### config.mk
export PLATFORM = sky130hd
export DESIGN_NAME = frame_reuse_handle_pool
export DESIGN_NICKNAME = d
export VERILOG_FILES = /design/src/rtl/core/frhp_pkg.sv /design/src/rtl/core/frhp_ram.sv /design/src/rtl/core/frhp_ctrl.sv /design/src/rtl/core/frhp_datapath.sv /design/src/rtl/core/frame_reuse_handle_pool.sv
export VERILOG_INCLUDE_DIRS = /design/src /design/src/rtl/core
export SDC_FILE = /design/constraint.sdc
export NUM_CORES = 2
export LEC_CHECK = 0
export ABC_CLOCK_PERIOD_IN_PS = 10700
export BUFFER_PORTS_ARGS = -buffer_cell sky130_fd_sc_hd__buf_2
export CAP_MARGIN = 30
export CORE_AREA = 2 2 408 410
export DETAILED_ROUTE_END_ITERATION = 7
export DIE_AREA = 0 0 410 412
export PLACE_DENSITY_LB_ADDON = 0.2
export SYNTH_ARGS = -nofsm -noshare
export SYNTH_HDL_FRONTEND = slang
export SYNTH_SLANG_ARGS = --single-unit
### constraint.sdc
create_clock -name clk -period 10.7 [get_ports clk]
set_input_delay 1.605 -clock clk [delete_from_list [all_inputs] [get_ports clk]]
set_output_delay 1.605 -clock clk [all_outputs]
set_load 0.1 [all_outputs]
### src/rtl/core/frame_reuse_handle_pool_defines.svh
// ----------------------------------------------------------------------------
// frame_reuse_handle_pool_defines
// assertion macros used by the handle pool datapath
// ----------------------------------------------------------------------------
`ifndef FRAME_REUSE_HANDLE_POOL_DEFINES_SVH
`define FRAME_REUSE_HANDLE_POOL_DEFINES_SVH

// same-cycle implication, off during reset
`define FRHP_ASSERT_IMPL(label, ante, cons, msg) \
  label: assert property (@(posedge clk) disable iff (rst) (ante) |-> (cons)) \
    else $error(msg);

// next-cycle implication, off during reset
`define FRHP_ASSERT_NEXT(label, ante, cons, msg) \
  label: assert property (@(posedge clk) disable iff (rst) (ante) |=> (cons)) \
    else $error(msg);

`endif

### src/rtl/core/frhp_pkg.sv
// ----------------------------------------------------------------------------
// frhp_pkg
// types and constants shared by the handle pool controller and datapath
// ----------------------------------------------------------------------------
package frhp_pkg;

  localparam int SLOT_COUNT_DEF  = 16;
  localparam int DESC_BITS_DEF   = 48;
  localparam int GEN_BITS        = 32;
  localparam int TAG_BITS        = 32;
  localparam int SLOT_FIELD_BITS = 4;
  localparam int REQ_BITS        = 2;
  localparam int STATUS_BITS     = 3;

  typedef enum logic [REQ_BITS-1:0] {
    REQ_FRAME   = 2'd0,
    REQ_ACQUIRE = 2'd1,
    REQ_RESOLVE = 2'd2,
    REQ_RELEASE = 2'd3
  } req_t;

  typedef enum logic [STATUS_BITS-1:0] {
    ST_REUSED     = 3'd0,
    ST_CREATED    = 3'd1,
    ST_POOL_FULL  = 3'd2,
    ST_VALID      = 3'd3,
    ST_INVALID    = 3'd4,
    ST_RELEASED   = 3'd5,
    ST_SWEEP_DONE = 3'd6,
    ST_FRAME_SET  = 3'd7
  } status_t;

  typedef struct packed {
    logic    latch;
    logic    idx_init;
    logic    idx_inc;
    logic    addr_req;
    logic    track_dead;
    logic    emit;
    status_t emit_status;
  } dp_cmd_t;

  typedef struct packed {
    logic reuse_match;
    logic stale;
    logic idx_last;
    logic found_dead;
    logic res_ok;
    logic out_free;
  } dp_stat_t;

endpackage

### src/rtl/core/frhp_ram.sv
// ----------------------------------------------------------------------------
// frhp_ram
// single write port, single read port ram with registered read data
// ----------------------------------------------------------------------------
module frhp_ram #(
  parameter int WIDTH = 32,
  parameter int DEPTH = 16
) (
  input  logic                     clk,
  input  logic                     we,
  input  logic [$clog2(DEPTH)-1:0] waddr,
  input  logic [WIDTH-1:0]         wdata,
  input  logic [$clog2(DEPTH)-1:0] raddr,
  output logic [WIDTH-1:0]         rdata
);

  logic [WIDTH-1:0] mem [DEPTH];

  always_ff @(posedge clk) begin
    if (we) begin
      mem[waddr] <= wdata;
    end
    rdata <= mem[raddr];
  end

endmodule

### src/rtl/core/frhp_ctrl.sv
// ----------------------------------------------------------------------------
// frhp_ctrl
// request sequencer: walks the slot scan and paces result items
// ----------------------------------------------------------------------------
module frhp_ctrl
  import frhp_pkg::*;
(
  input  logic                clk,
  input  logic                rst,
  input  logic                in_valid,
  output logic                in_stall,
  input  logic [REQ_BITS-1:0] req_type,
  input  dp_stat_t            stat,
  output dp_cmd_t             cmd
);

  typedef enum logic [9:0] {
    S_IDLE     = 10'b00_0000_0001,
    S_FRAME    = 10'b00_0000_0010,
    S_ACQ_RD   = 10'b00_0000_0100,
    S_ACQ_CHK  = 10'b00_0000_1000,
    S_ACQ_NEW  = 10'b00_0001_0000,
    S_RES_RD   = 10'b00_0010_0000,
    S_RES_CHK  = 10'b00_0100_0000,
    S_REL_RD   = 10'b00_1000_0000,
    S_REL_CHK  = 10'b01_0000_0000,
    S_REL_DONE = 10'b10_0000_0000
  } state_t;

  state_t state;
  state_t state_next;

  always_ff @(posedge clk) begin
    if (rst) begin
      state <= S_IDLE;
    end else begin
      state <= state_next;
    end
  end

  assign in_stall = rst || (state != S_IDLE);

  always_comb begin
    state_next = state;
    cmd        = '0;
    case (state)
      S_IDLE: begin
        if (in_valid && !rst) begin
          cmd.latch    = 1'b1;
          cmd.idx_init = 1'b1;
          case (req_t'(req_type))
            REQ_FRAME:   state_next = S_FRAME;
            REQ_ACQUIRE: state_next = S_ACQ_RD;
            REQ_RESOLVE: state_next = S_RES_RD;
            default:     state_next = S_REL_RD;
          endcase
        end
      end
      S_FRAME: begin
        if (stat.out_free) begin
          cmd.emit        = 1'b1;
          cmd.emit_status = ST_FRAME_SET;
          state_next      = S_IDLE;
        end
      end
      S_ACQ_RD: begin
        state_next = S_ACQ_CHK;
      end
      S_ACQ_CHK: begin
        cmd.track_dead = 1'b1;
        if (stat.reuse_match) begin
          if (stat.out_free) begin
            cmd.emit        = 1'b1;
            cmd.emit_status = ST_REUSED;
            state_next      = S_IDLE;
          end
        end else if (stat.idx_last) begin
          state_next = S_ACQ_NEW;
        end else begin
          cmd.idx_inc = 1'b1;
          state_next  = S_ACQ_RD;
        end
      end
      S_ACQ_NEW: begin
        if (stat.out_free) begin
          cmd.emit        = 1'b1;
          cmd.emit_status = stat.found_dead ? ST_CREATED : ST_POOL_FULL;
          state_next      = S_IDLE;
        end
      end
      S_RES_RD: begin
        cmd.addr_req = 1'b1;
        state_next   = S_RES_CHK;
      end
      S_RES_CHK: begin
        cmd.addr_req = 1'b1;
        if (stat.out_free) begin
          cmd.emit        = 1'b1;
          cmd.emit_status = stat.res_ok ? ST_VALID : ST_INVALID;
          state_next      = S_IDLE;
        end
      end
      S_REL_RD: begin
        state_next = S_REL_CHK;
      end
      S_REL_CHK: begin
        if (!stat.stale || stat.out_free) begin
          if (stat.stale) begin
            cmd.emit        = 1'b1;
            cmd.emit_status = ST_RELEASED;
          end
          if (stat.idx_last) begin
            state_next = S_REL_DONE;
          end else begin
            cmd.idx_inc = 1'b1;
            state_next  = S_REL_RD;
          end
        end
      end
      S_REL_DONE: begin
        if (stat.out_free) begin
          cmd.emit        = 1'b1;
          cmd.emit_status = ST_SWEEP_DONE;
          state_next      = S_IDLE;
        end
      end
      default: begin
        state_next = S_IDLE;
      end
    endcase
  end

endmodule

### src/rtl/core/frhp_datapath.sv
// ----------------------------------------------------------------------------
// frhp_datapath
// slot tables, scan index, request registers and the result item register
// ----------------------------------------------------------------------------
`include "frame_reuse_handle_pool_defines.svh"

module frhp_datapath
  import frhp_pkg::*;
#(
  parameter int SLOT_COUNT = SLOT_COUNT_DEF,
  parameter int DESC_BITS  = DESC_BITS_DEF
) (
  input  logic                       clk,
  input  logic                       rst,
  input  dp_cmd_t                    cmd,
  output dp_stat_t                   stat,
  input  logic [TAG_BITS-1:0]        frame_tag,
  input  logic [DESC_BITS-1:0]       desc_key,
  input  logic [SLOT_FIELD_BITS-1:0] handle_slot,
  input  logic [GEN_BITS-1:0]        handle_generation,
  output logic                       out_valid,
  input  logic                       out_stall,
  output logic [STATUS_BITS-1:0]     status,
  output logic [SLOT_FIELD_BITS-1:0] out_slot,
  output logic [GEN_BITS-1:0]        out_generation,
  output logic                       last_of_run
);

  localparam int SW = $clog2(SLOT_COUNT);
  localparam logic [SW-1:0] LAST_IDX = SW'(SLOT_COUNT - 1);
  localparam logic [8:0] SLOT_LIMIT = 9'(SLOT_COUNT);

  logic [TAG_BITS-1:0]        req_tag;
  logic [DESC_BITS-1:0]       req_key;
  logic [SLOT_FIELD_BITS-1:0] req_slot;
  logic [GEN_BITS-1:0]        req_gen;
  logic [TAG_BITS-1:0]        current_frame;
  logic [SLOT_COUNT-1:0]      slot_alive;
  logic [SLOT_COUNT-1:0]      gen_valid;
  logic [SW-1:0]              idx;
  logic [SW-1:0]              dead_idx;
  logic [GEN_BITS-1:0]        dead_gen;
  logic                       found_dead;

  logic [SW-1:0]        rd_addr;
  logic [GEN_BITS-1:0]  gen_q;
  logic [GEN_BITS-1:0]  gen_rd;
  logic [TAG_BITS-1:0]  lf_q;
  logic [DESC_BITS-1:0] desc_q;
  logic [GEN_BITS-1:0]  new_gen;
  logic                 do_create;
  logic                 do_reuse;
  logic                 do_kill;
  logic                 do_frame;
  logic                 in_range;
  logic                 out_free;
  logic                 lf_we;
  logic [SW-1:0]        lf_waddr;

  assign rd_addr   = cmd.addr_req ? SW'(req_slot) : idx;
  assign do_create = cmd.emit && (cmd.emit_status == ST_CREATED);
  assign do_reuse  = cmd.emit && (cmd.emit_status == ST_REUSED);
  assign do_kill   = cmd.emit && (cmd.emit_status == ST_RELEASED);
  assign do_frame  = cmd.emit && (cmd.emit_status == ST_FRAME_SET);
  assign new_gen   = dead_gen + GEN_BITS'(1);
  assign lf_we     = do_create || do_reuse;
  assign lf_waddr  = do_create ? dead_idx : idx;
  assign out_free  = !out_valid || !out_stall;
  assign in_range  = (req_slot != '0) && (9'(req_slot) < SLOT_LIMIT);

  frhp_ram #(.WIDTH(GEN_BITS), .DEPTH(SLOT_COUNT)) u_gen_ram (
    .clk   (clk),
    .we    (do_create),
    .waddr (dead_idx),
    .wdata (new_gen),
    .raddr (rd_addr),
    .rdata (gen_q)
  );

  frhp_ram #(.WIDTH(TAG_BITS), .DEPTH(SLOT_COUNT)) u_frame_ram (
    .clk   (clk),
    .we    (lf_we),
    .waddr (lf_waddr),
    .wdata (current_frame),
    .raddr (rd_addr),
    .rdata (lf_q)
  );

  frhp_ram #(.WIDTH(DESC_BITS), .DEPTH(SLOT_COUNT)) u_desc_ram (
    .clk   (clk),
    .we    (do_create),
    .waddr (dead_idx),
    .wdata (req_key),
    .raddr (rd_addr),
    .rdata (desc_q)
  );

  // never-written generations read as zero
  assign gen_rd = gen_valid[rd_addr] ? gen_q : '0;

  always_comb begin
    stat.reuse_match = slot_alive[idx] && (lf_q != current_frame) && (desc_q == req_key);
    stat.stale       = slot_alive[idx] && (lf_q != req_tag);
    stat.idx_last    = (idx == LAST_IDX);
    stat.found_dead  = found_dead;
    stat.res_ok      = in_range && slot_alive[rd_addr] && (gen_rd == req_gen);
    stat.out_free    = out_free;
  end

  always_ff @(posedge clk) begin
    if (rst) begin
      current_frame <= '0;
      slot_alive    <= '0;
      gen_valid     <= '0;
      idx           <= SW'(1);
      found_dead    <= 1'b0;
      out_valid     <= 1'b0;
    end else begin
      if (cmd.idx_init) begin
        idx        <= SW'(1);
        found_dead <= 1'b0;
      end else if (cmd.idx_inc) begin
        idx <= idx + SW'(1);
      end
      if (cmd.track_dead && !found_dead && !slot_alive[idx]) begin
        found_dead <= 1'b1;
      end
      if (do_frame) begin
        current_frame <= req_tag;
      end
      if (do_create) begin
        slot_alive[dead_idx] <= 1'b1;
        gen_valid[dead_idx]  <= 1'b1;
      end
      if (do_kill) begin
        slot_alive[idx] <= 1'b0;
      end
      if (cmd.emit) begin
        out_valid <= 1'b1;
      end else if (!out_stall) begin
        out_valid <= 1'b0;
      end
    end
  end

  always_ff @(posedge clk) begin
    if (cmd.latch) begin
      req_tag  <= frame_tag;
      req_key  <= desc_key;
      req_slot <= handle_slot;
      req_gen  <= handle_generation;
    end
    if (cmd.track_dead && !found_dead && !slot_alive[idx]) begin
      dead_idx <= idx;
      dead_gen <= gen_rd;
    end
    if (cmd.emit) begin
      status      <= cmd.emit_status;
      last_of_run <= (cmd.emit_status != ST_RELEASED);
      case (cmd.emit_status)
        ST_REUSED, ST_RELEASED: begin
          out_slot       <= SLOT_FIELD_BITS'(idx);
          out_generation <= gen_rd;
        end
        ST_CREATED: begin
          out_slot       <= SLOT_FIELD_BITS'(dead_idx);
          out_generation <= new_gen;
        end
        ST_VALID: begin
          out_slot       <= req_slot;
          out_generation <= req_gen;
        end
        default: begin
          out_slot       <= '0;
          out_generation <= '0;
        end
      endcase
    end
  end

  `FRHP_ASSERT_IMPL(a_create_free, do_create, found_dead && !slot_alive[dead_idx], "created slot was live")
  `FRHP_ASSERT_NEXT(a_kill_clears, do_kill, !slot_alive[$past(idx)], "released slot still live")
  `FRHP_ASSERT_IMPL(a_emit_free, cmd.emit, out_free, "result overwrote a waiting item")
  `FRHP_ASSERT_IMPL(a_slot0_dead, 1'b1, !slot_alive[0] && !gen_valid[0], "reserved slot in use")

endmodule

### src/rtl/core/frame_reuse_handle_pool.sv
// ----------------------------------------------------------------------------
// frame_reuse_handle_pool
// pool of slot plus generation handles with per-frame reuse and stale release
// ----------------------------------------------------------------------------
// One request is taken at a time; in_stall stays high until its last result
// item has been loaded into the output register. Acquire and release scan
// slots 1 to SLOT_COUNT-1 in order, with a read state and a check state for
// each slot, since the slot tables sit in rams with a single registered read
// port; acquire stops at the first reuse match, and released items are
// loaded during the check states. Each request waits while out_stall holds
// a result. Live and written flags sit in flip-flops and clear at reset, so
// no clearing pass is needed.
module frame_reuse_handle_pool
  import frhp_pkg::*;
#(
  parameter int SLOT_COUNT = SLOT_COUNT_DEF,
  parameter int DESC_BITS  = DESC_BITS_DEF
) (
  input  logic                       clk,
  input  logic                       rst,
  input  logic                       in_valid,
  output logic                       in_stall,
  input  logic [REQ_BITS-1:0]        req_type,
  input  logic [TAG_BITS-1:0]        frame_tag,
  input  logic [DESC_BITS-1:0]       desc_key,
  input  logic [SLOT_FIELD_BITS-1:0] handle_slot,
  input  logic [GEN_BITS-1:0]        handle_generation,
  output logic                       out_valid,
  input  logic                       out_stall,
  output logic [STATUS_BITS-1:0]     status,
  output logic [SLOT_FIELD_BITS-1:0] out_slot,
  output logic [GEN_BITS-1:0]        out_generation,
  output logic                       last_of_run
);

  dp_cmd_t  cmd;
  dp_stat_t stat;

  frhp_ctrl u_ctrl (
    .clk      (clk),
    .rst      (rst),
    .in_valid (in_valid),
    .in_stall (in_stall),
    .req_type (req_type),
    .stat     (stat),
    .cmd      (cmd)
  );

  frhp_datapath #(
    .SLOT_COUNT (SLOT_COUNT),
    .DESC_BITS  (DESC_BITS)
  ) u_datapath (
    .clk               (clk),
    .rst               (rst),
    .cmd               (cmd),
    .stat              (stat),
    .frame_tag         (frame_tag),
    .desc_key          (desc_key),
    .handle_slot       (handle_slot),
    .handle_generation (handle_generation),
    .out_valid         (out_valid),
    .out_stall         (out_stall),
    .status            (status),
    .out_slot          (out_slot),
    .out_generation    (out_generation),
    .last_of_run       (last_of_run)
  );

endmodule
==> key figures <==
Finish
  – Final #Nets: 4640
  – # diodes: 0
  – Proportion of layout cells with a drive suffix above 1: roughly 24%
  – Area taken by multi-input logic gates: about 19000 um2
  – Share of the core filled with cells: 57.48%
  – Register Area: 63420 um2
  – FILL cells: 12030
  – Layout-stage area growth over the synthesis result: 13.21%

Clock network
  – Count of buffers added by post-CTS timing repair for setup: 0
  – Clock Tree Buf Depth: 3
  – TritonCTS clock tree: yes
  – Number of buffers created by CTS: between 200 and 250
  – Hold-fix buffers, CTS: 0
  – Root buf cell: sky130_fd_sc_hd__clkbuf_16
  – Count of H-tree levels built during CTS: 4
  – Resize count post-CTS: 0
  – Clock-pin slew reported for the worst setup and hold paths after clock tree synthesis: 0.06 ns
  – CTS sink cnt: 2176
  – Clk Latency, worst-skew pair: 0.85 ns

Synth
  – Cells taking the most area after synthesis: sky130_fd_sc_hd__edfxtp_1 (71%), sky130_fd_sc_hd__mux4_2 (13%), sky130_fd_sc_hd__dfxtp_1 (4.6%), sky130_fd_sc_hd__nand2_1 (1.2%), sky130_fd_sc_hd__a211oi_1 (1.0%)
  – Share of Yosys cell area claimed by the top area cell type: 71.44%
  – Cell types with the highest counts after synthesis: sky130_fd_sc_hd__edfxtp_1 (1984), sky130_fd_sc_hd__mux4_2 (464), sky130_fd_sc_hd__nand2_1 (274)
  – Sequential element share of the synthesized area: 76.05%
  – Synthesized Nets: ~4400
  – Total standard cell area after synthesis: 83400 um2
  – Count leader, synth: sky130_fd_sc_hd__edfxtp_1
  – Synthesized netlist cell count: 4245
  – Number of flops mapped to enable cells by yosys: slightly below 2000
  – Number of distinct library cells after synthesis: 70
  – Biggest area consumer among synthesized cells: sky130_fd_sc_hd__edfxtp_1
  – Synthesis-stage register bit count: 2176
  – Yosys synthesis warning count: 0
  – Post-Syn Area per Cell: a little under 20 um2
  – Synth Flop Type: sky130_fd_sc_hd__edfxtp_1
  – Share of synthesized flip-flops with an asynchronous set or reset: 0%

Timing
  – Setup repair after global routing missed its margin: no
  – Sum Neg Setup Slack: 0 ns
  – Number of max-slew violations in the final report: 0
  – Max-Slew Margin vs Limit: a little over a quarter
  – Achievable Freq: 0.1670 GHz
  – Worst Max-Slew Pin Slew: 1.083 ns
  – Final period util: between 50% and 60%
  – Final Hold Fails: 0
  – Final critical path time including I/O delays and setup: between 5 and 6 ns
  – Min setup slack post-route: 4.711 ns
  – Clock Skews: 0.04179 ns
  – Final setup vio count: 0

Die
  – Height of the die: 412 um
  – Starting density of the core: 50.78%
  – Core region area: roughly 160000 um2
  – Die Span X: between 400 and 500 um
  – Die area: ~170000 um2
  – Number of placement rows: 149
  – Io pins: 164

Worst setup path
  – Worst reg-to-reg path cell count: 9
  – Worst-path fanout max: 47
  – Register-to-Register Setup Slack: 4.71 ns
  – Endpoint of the most critical register-to-register path: u_datapath.u_desc_ram.mem[1][33]
  – Required time of the critical path: 11.15 ns
  – Crit path launch type: register
  – CP Data Arrival Time: 6.44 ns
  – Setup CP Type: register to register
  – Crit path capture type: register
  – Reg2reg start: u_datapath.idx[0]

GRT
  – Wire length of the first global-routing pass: 287.5 mm
  – Antenna violations before repair: 5
  – Overall global routing resource usage: 23.17%
  – Maximum number of pins on one net before global-route repair: roughly 160
  – Aggregate global routing overflow: 0
  – Number of global-route vias before repair: 42240

Min path
  – Worst hold path cell count: 2
  – Hold Path Sink: u_datapath.gen_valid[4]
  – Startpoint of the lowest-slack hold path: u_datapath.gen_valid[4]
  – Min-Delay Path Class: register to register

Pwr
  – Total power density per cell area: roughly 180 nW/um2
  – Leakage dissipation: roughly 32 nW
  – Max IR drop VDD: 0.0001724 V
  – Total design power: between 15 and 20 mW

Detailed routing
  – Final wirelength: slightly below 200 mm
  – Ratio of routed vias to standard cells: 6.103
  – Detailed Routing Iterations Pass 1: 5
  – Count of routing violations after the opening detailed-route iteration: approximately 4800
  – Wire length per cell: 28.38 um
  – DRC violations left: 0
  – Residual antenna-violating net count after detailed routing: 0
  – Vias: 42020

Run
  – Max-cap viol count: 0

Placement
  – Half-perimeter wire length after detailed placement: 107.6 mm
  – Worst slack at placement: 4.482 ns
  – Global placement routability congestion: around 0.86
  – Buffers on Ports: 163

Status
  – Result of the run: complete, no violations
-- metal layers --
layer / vias to the layer above / wire length [um] / track usage (%)
li1: 17780 / - / -
met1: 22310 / 87370 / 35.19
met2: 1668 / 91020 / 35.70
met3: 260 / 13350 / 3.612
met4: 0 / 3645 / 5.401
met5: - / 0 / 0
-- layout by cell type (no fill, tap or decap), types with 10 or more instances in the layout --
cell,instances
sky130_fd_sc_hd__and3_1,32
sky130_fd_sc_hd__nand3_1,26
sky130_fd_sc_hd__a21oi_1,26
sky130_fd_sc_hd__and2_1,135
sky130_fd_sc_hd__dfxtp_1,192
sky130_fd_sc_hd__clkbuf_1,58
sky130_fd_sc_hd__a31oi_1,130
sky130_fd_sc_hd__mux2i_1,47
sky130_fd_sc_hd__nor4_1,25
sky130_fd_sc_hd__nand2_1,271
sky130_fd_sc_hd__clkbuf_16,211
sky130_fd_sc_hd__buf_2,164
sky130_fd_sc_hd__a221o_1,28
sky130_fd_sc_hd__clkbuf_8,24
sky130_fd_sc_hd__nor2_4,22
sky130_fd_sc_hd__a211oi_1,114
sky130_fd_sc_hd__o22ai_1,11
sky130_fd_sc_hd__nand4_1,30
sky130_fd_sc_hd__xor2_1,59
sky130_fd_sc_hd__clkinv_1,37
sky130_fd_sc_hd__nor2_1,86
sky130_fd_sc_hd__buf_12,10
sky130_fd_sc_hd__nor3_1,30
sky130_fd_sc_hd__xnor2_2,16
sky130_fd_sc_hd__inv_6,11
sky130_fd_sc_hd__clkinv_2,33
sky130_fd_sc_hd__inv_1,46
sky130_fd_sc_hd__edfxtp_1,1984
sky130_fd_sc_hd__bufinv_16,13
sky130_fd_sc_hd__nand2b_1,11
sky130_fd_sc_hd__buf_4,94
sky130_fd_sc_hd__xnor2_1,81
sky130_fd_sc_hd__mux4_2,464
-- report_power, final --
group	total [mW]	switching (mW)	internal (mW)
logic	0.156	0.0994	0.0570
registers	9.27	0.0524	9.22
clock network	7.26	3.14	4.13
-- worst max path at each step --
stage          depth (start not counted)                                 end                    from
3_3_place_gp                           9  u_datapath.u_frame_ram.mem[13][22]  u_datapath.req_key[43]
3_5_place_dp                           9    u_datapath.u_desc_ram.mem[1][20]               out_stall
4_1_cts                                9    u_datapath.u_desc_ram.mem[1][13]       u_datapath.idx[0]
6_report                               9    u_datapath.u_desc_ram.mem[1][33]       u_datapath.idx[0]
2_1_floorplan                          9    u_datapath.u_desc_ram.mem[12][0]               out_stall
5_1_grt                                9    u_datapath.u_desc_ram.mem[1][24]       u_datapath.idx[0]
-- kinds of logic (layout without fill, tap and decap cells) --
| kind of cell | after synthesis | in the layout | synth area share [%] |
|---|---|---|---|
| compound gates | 386 | 386 | 3.346 |
| xor+xnor | 157 | 157 | 1.658 |
| fa+ha+maj | 5 | 5 | 0.07501 |
| buf+inv | 279 | 730 | 1.376 |
| flops | 2176 | 2176 | 76.05 |
| mux | 517 | 517 | 13.17 |
| simple gates | 725 | 725 | 4.327 |
-- worst max-delay path, stage by stage (launching register included) --
cell                       delay, ns
sky130_fd_sc_hd__dfxtp_1        0.97
sky130_fd_sc_hd__mux4_2         0.64
sky130_fd_sc_hd__mux2i_1        0.14
sky130_fd_sc_hd__mux2_2         0.38
sky130_fd_sc_hd__a211oi_2       0.17
sky130_fd_sc_hd__or4b_1         0.80
sky130_fd_sc_hd__or3_1          0.55
sky130_fd_sc_hd__nor2_4         0.67
sky130_fd_sc_hd__buf_4          0.40
sky130_fd_sc_hd__buf_4          0.79
-- cell type report --
| class | count | share of cell area (%) |
|---|---|---|
| Sequential cell | 2176 | 67.18 |
| Multi-Input combinational cell | 1790 | 20.34 |
| Clock buffer | 293 | 6.173 |
| Tap cell | 2189 | 2.901 |
| Timing Repair Buffer | 280 | 2.112 |
| Clock inverter | 102 | 1.043 |
| Inverter | 55 | 0.2505 |
-- state kept, by name (all words and copies together), names as in the netlist, 10 cells and up --
signal / cells
u_datapath.u_frame_ram.mem: 512
u_datapath.out_generation: 32
u_ctrl.state: 10
u_datapath.u_frame_ram.rdata: 32
u_datapath.u_gen_ram.rdata: 32
u_datapath.req_gen: 32
u_datapath.dead_gen: 32
u_datapath.u_desc_ram.rdata: 48
u_datapath.req_tag: 32
u_datapath.req_key: 48
u_datapath.current_frame: 32
u_datapath.u_desc_ram.mem: 768
u_datapath.gen_valid: 16
u_datapath.slot_alive: 16
u_datapath.u_gen_ram.mem: 512
-- stage by stage --
step	cell area, um2	hold WS (ns)	cells
finish	94410	0.4669	6885
CTS	94350	0.4601	6882
global placement	87270	0.4627	6472
floorplan	83400	0.4064	4245
global route	94410	0.5047	6885
detailed placement	87540	0.4520	6487
Power figures use the tool's default switching activity.
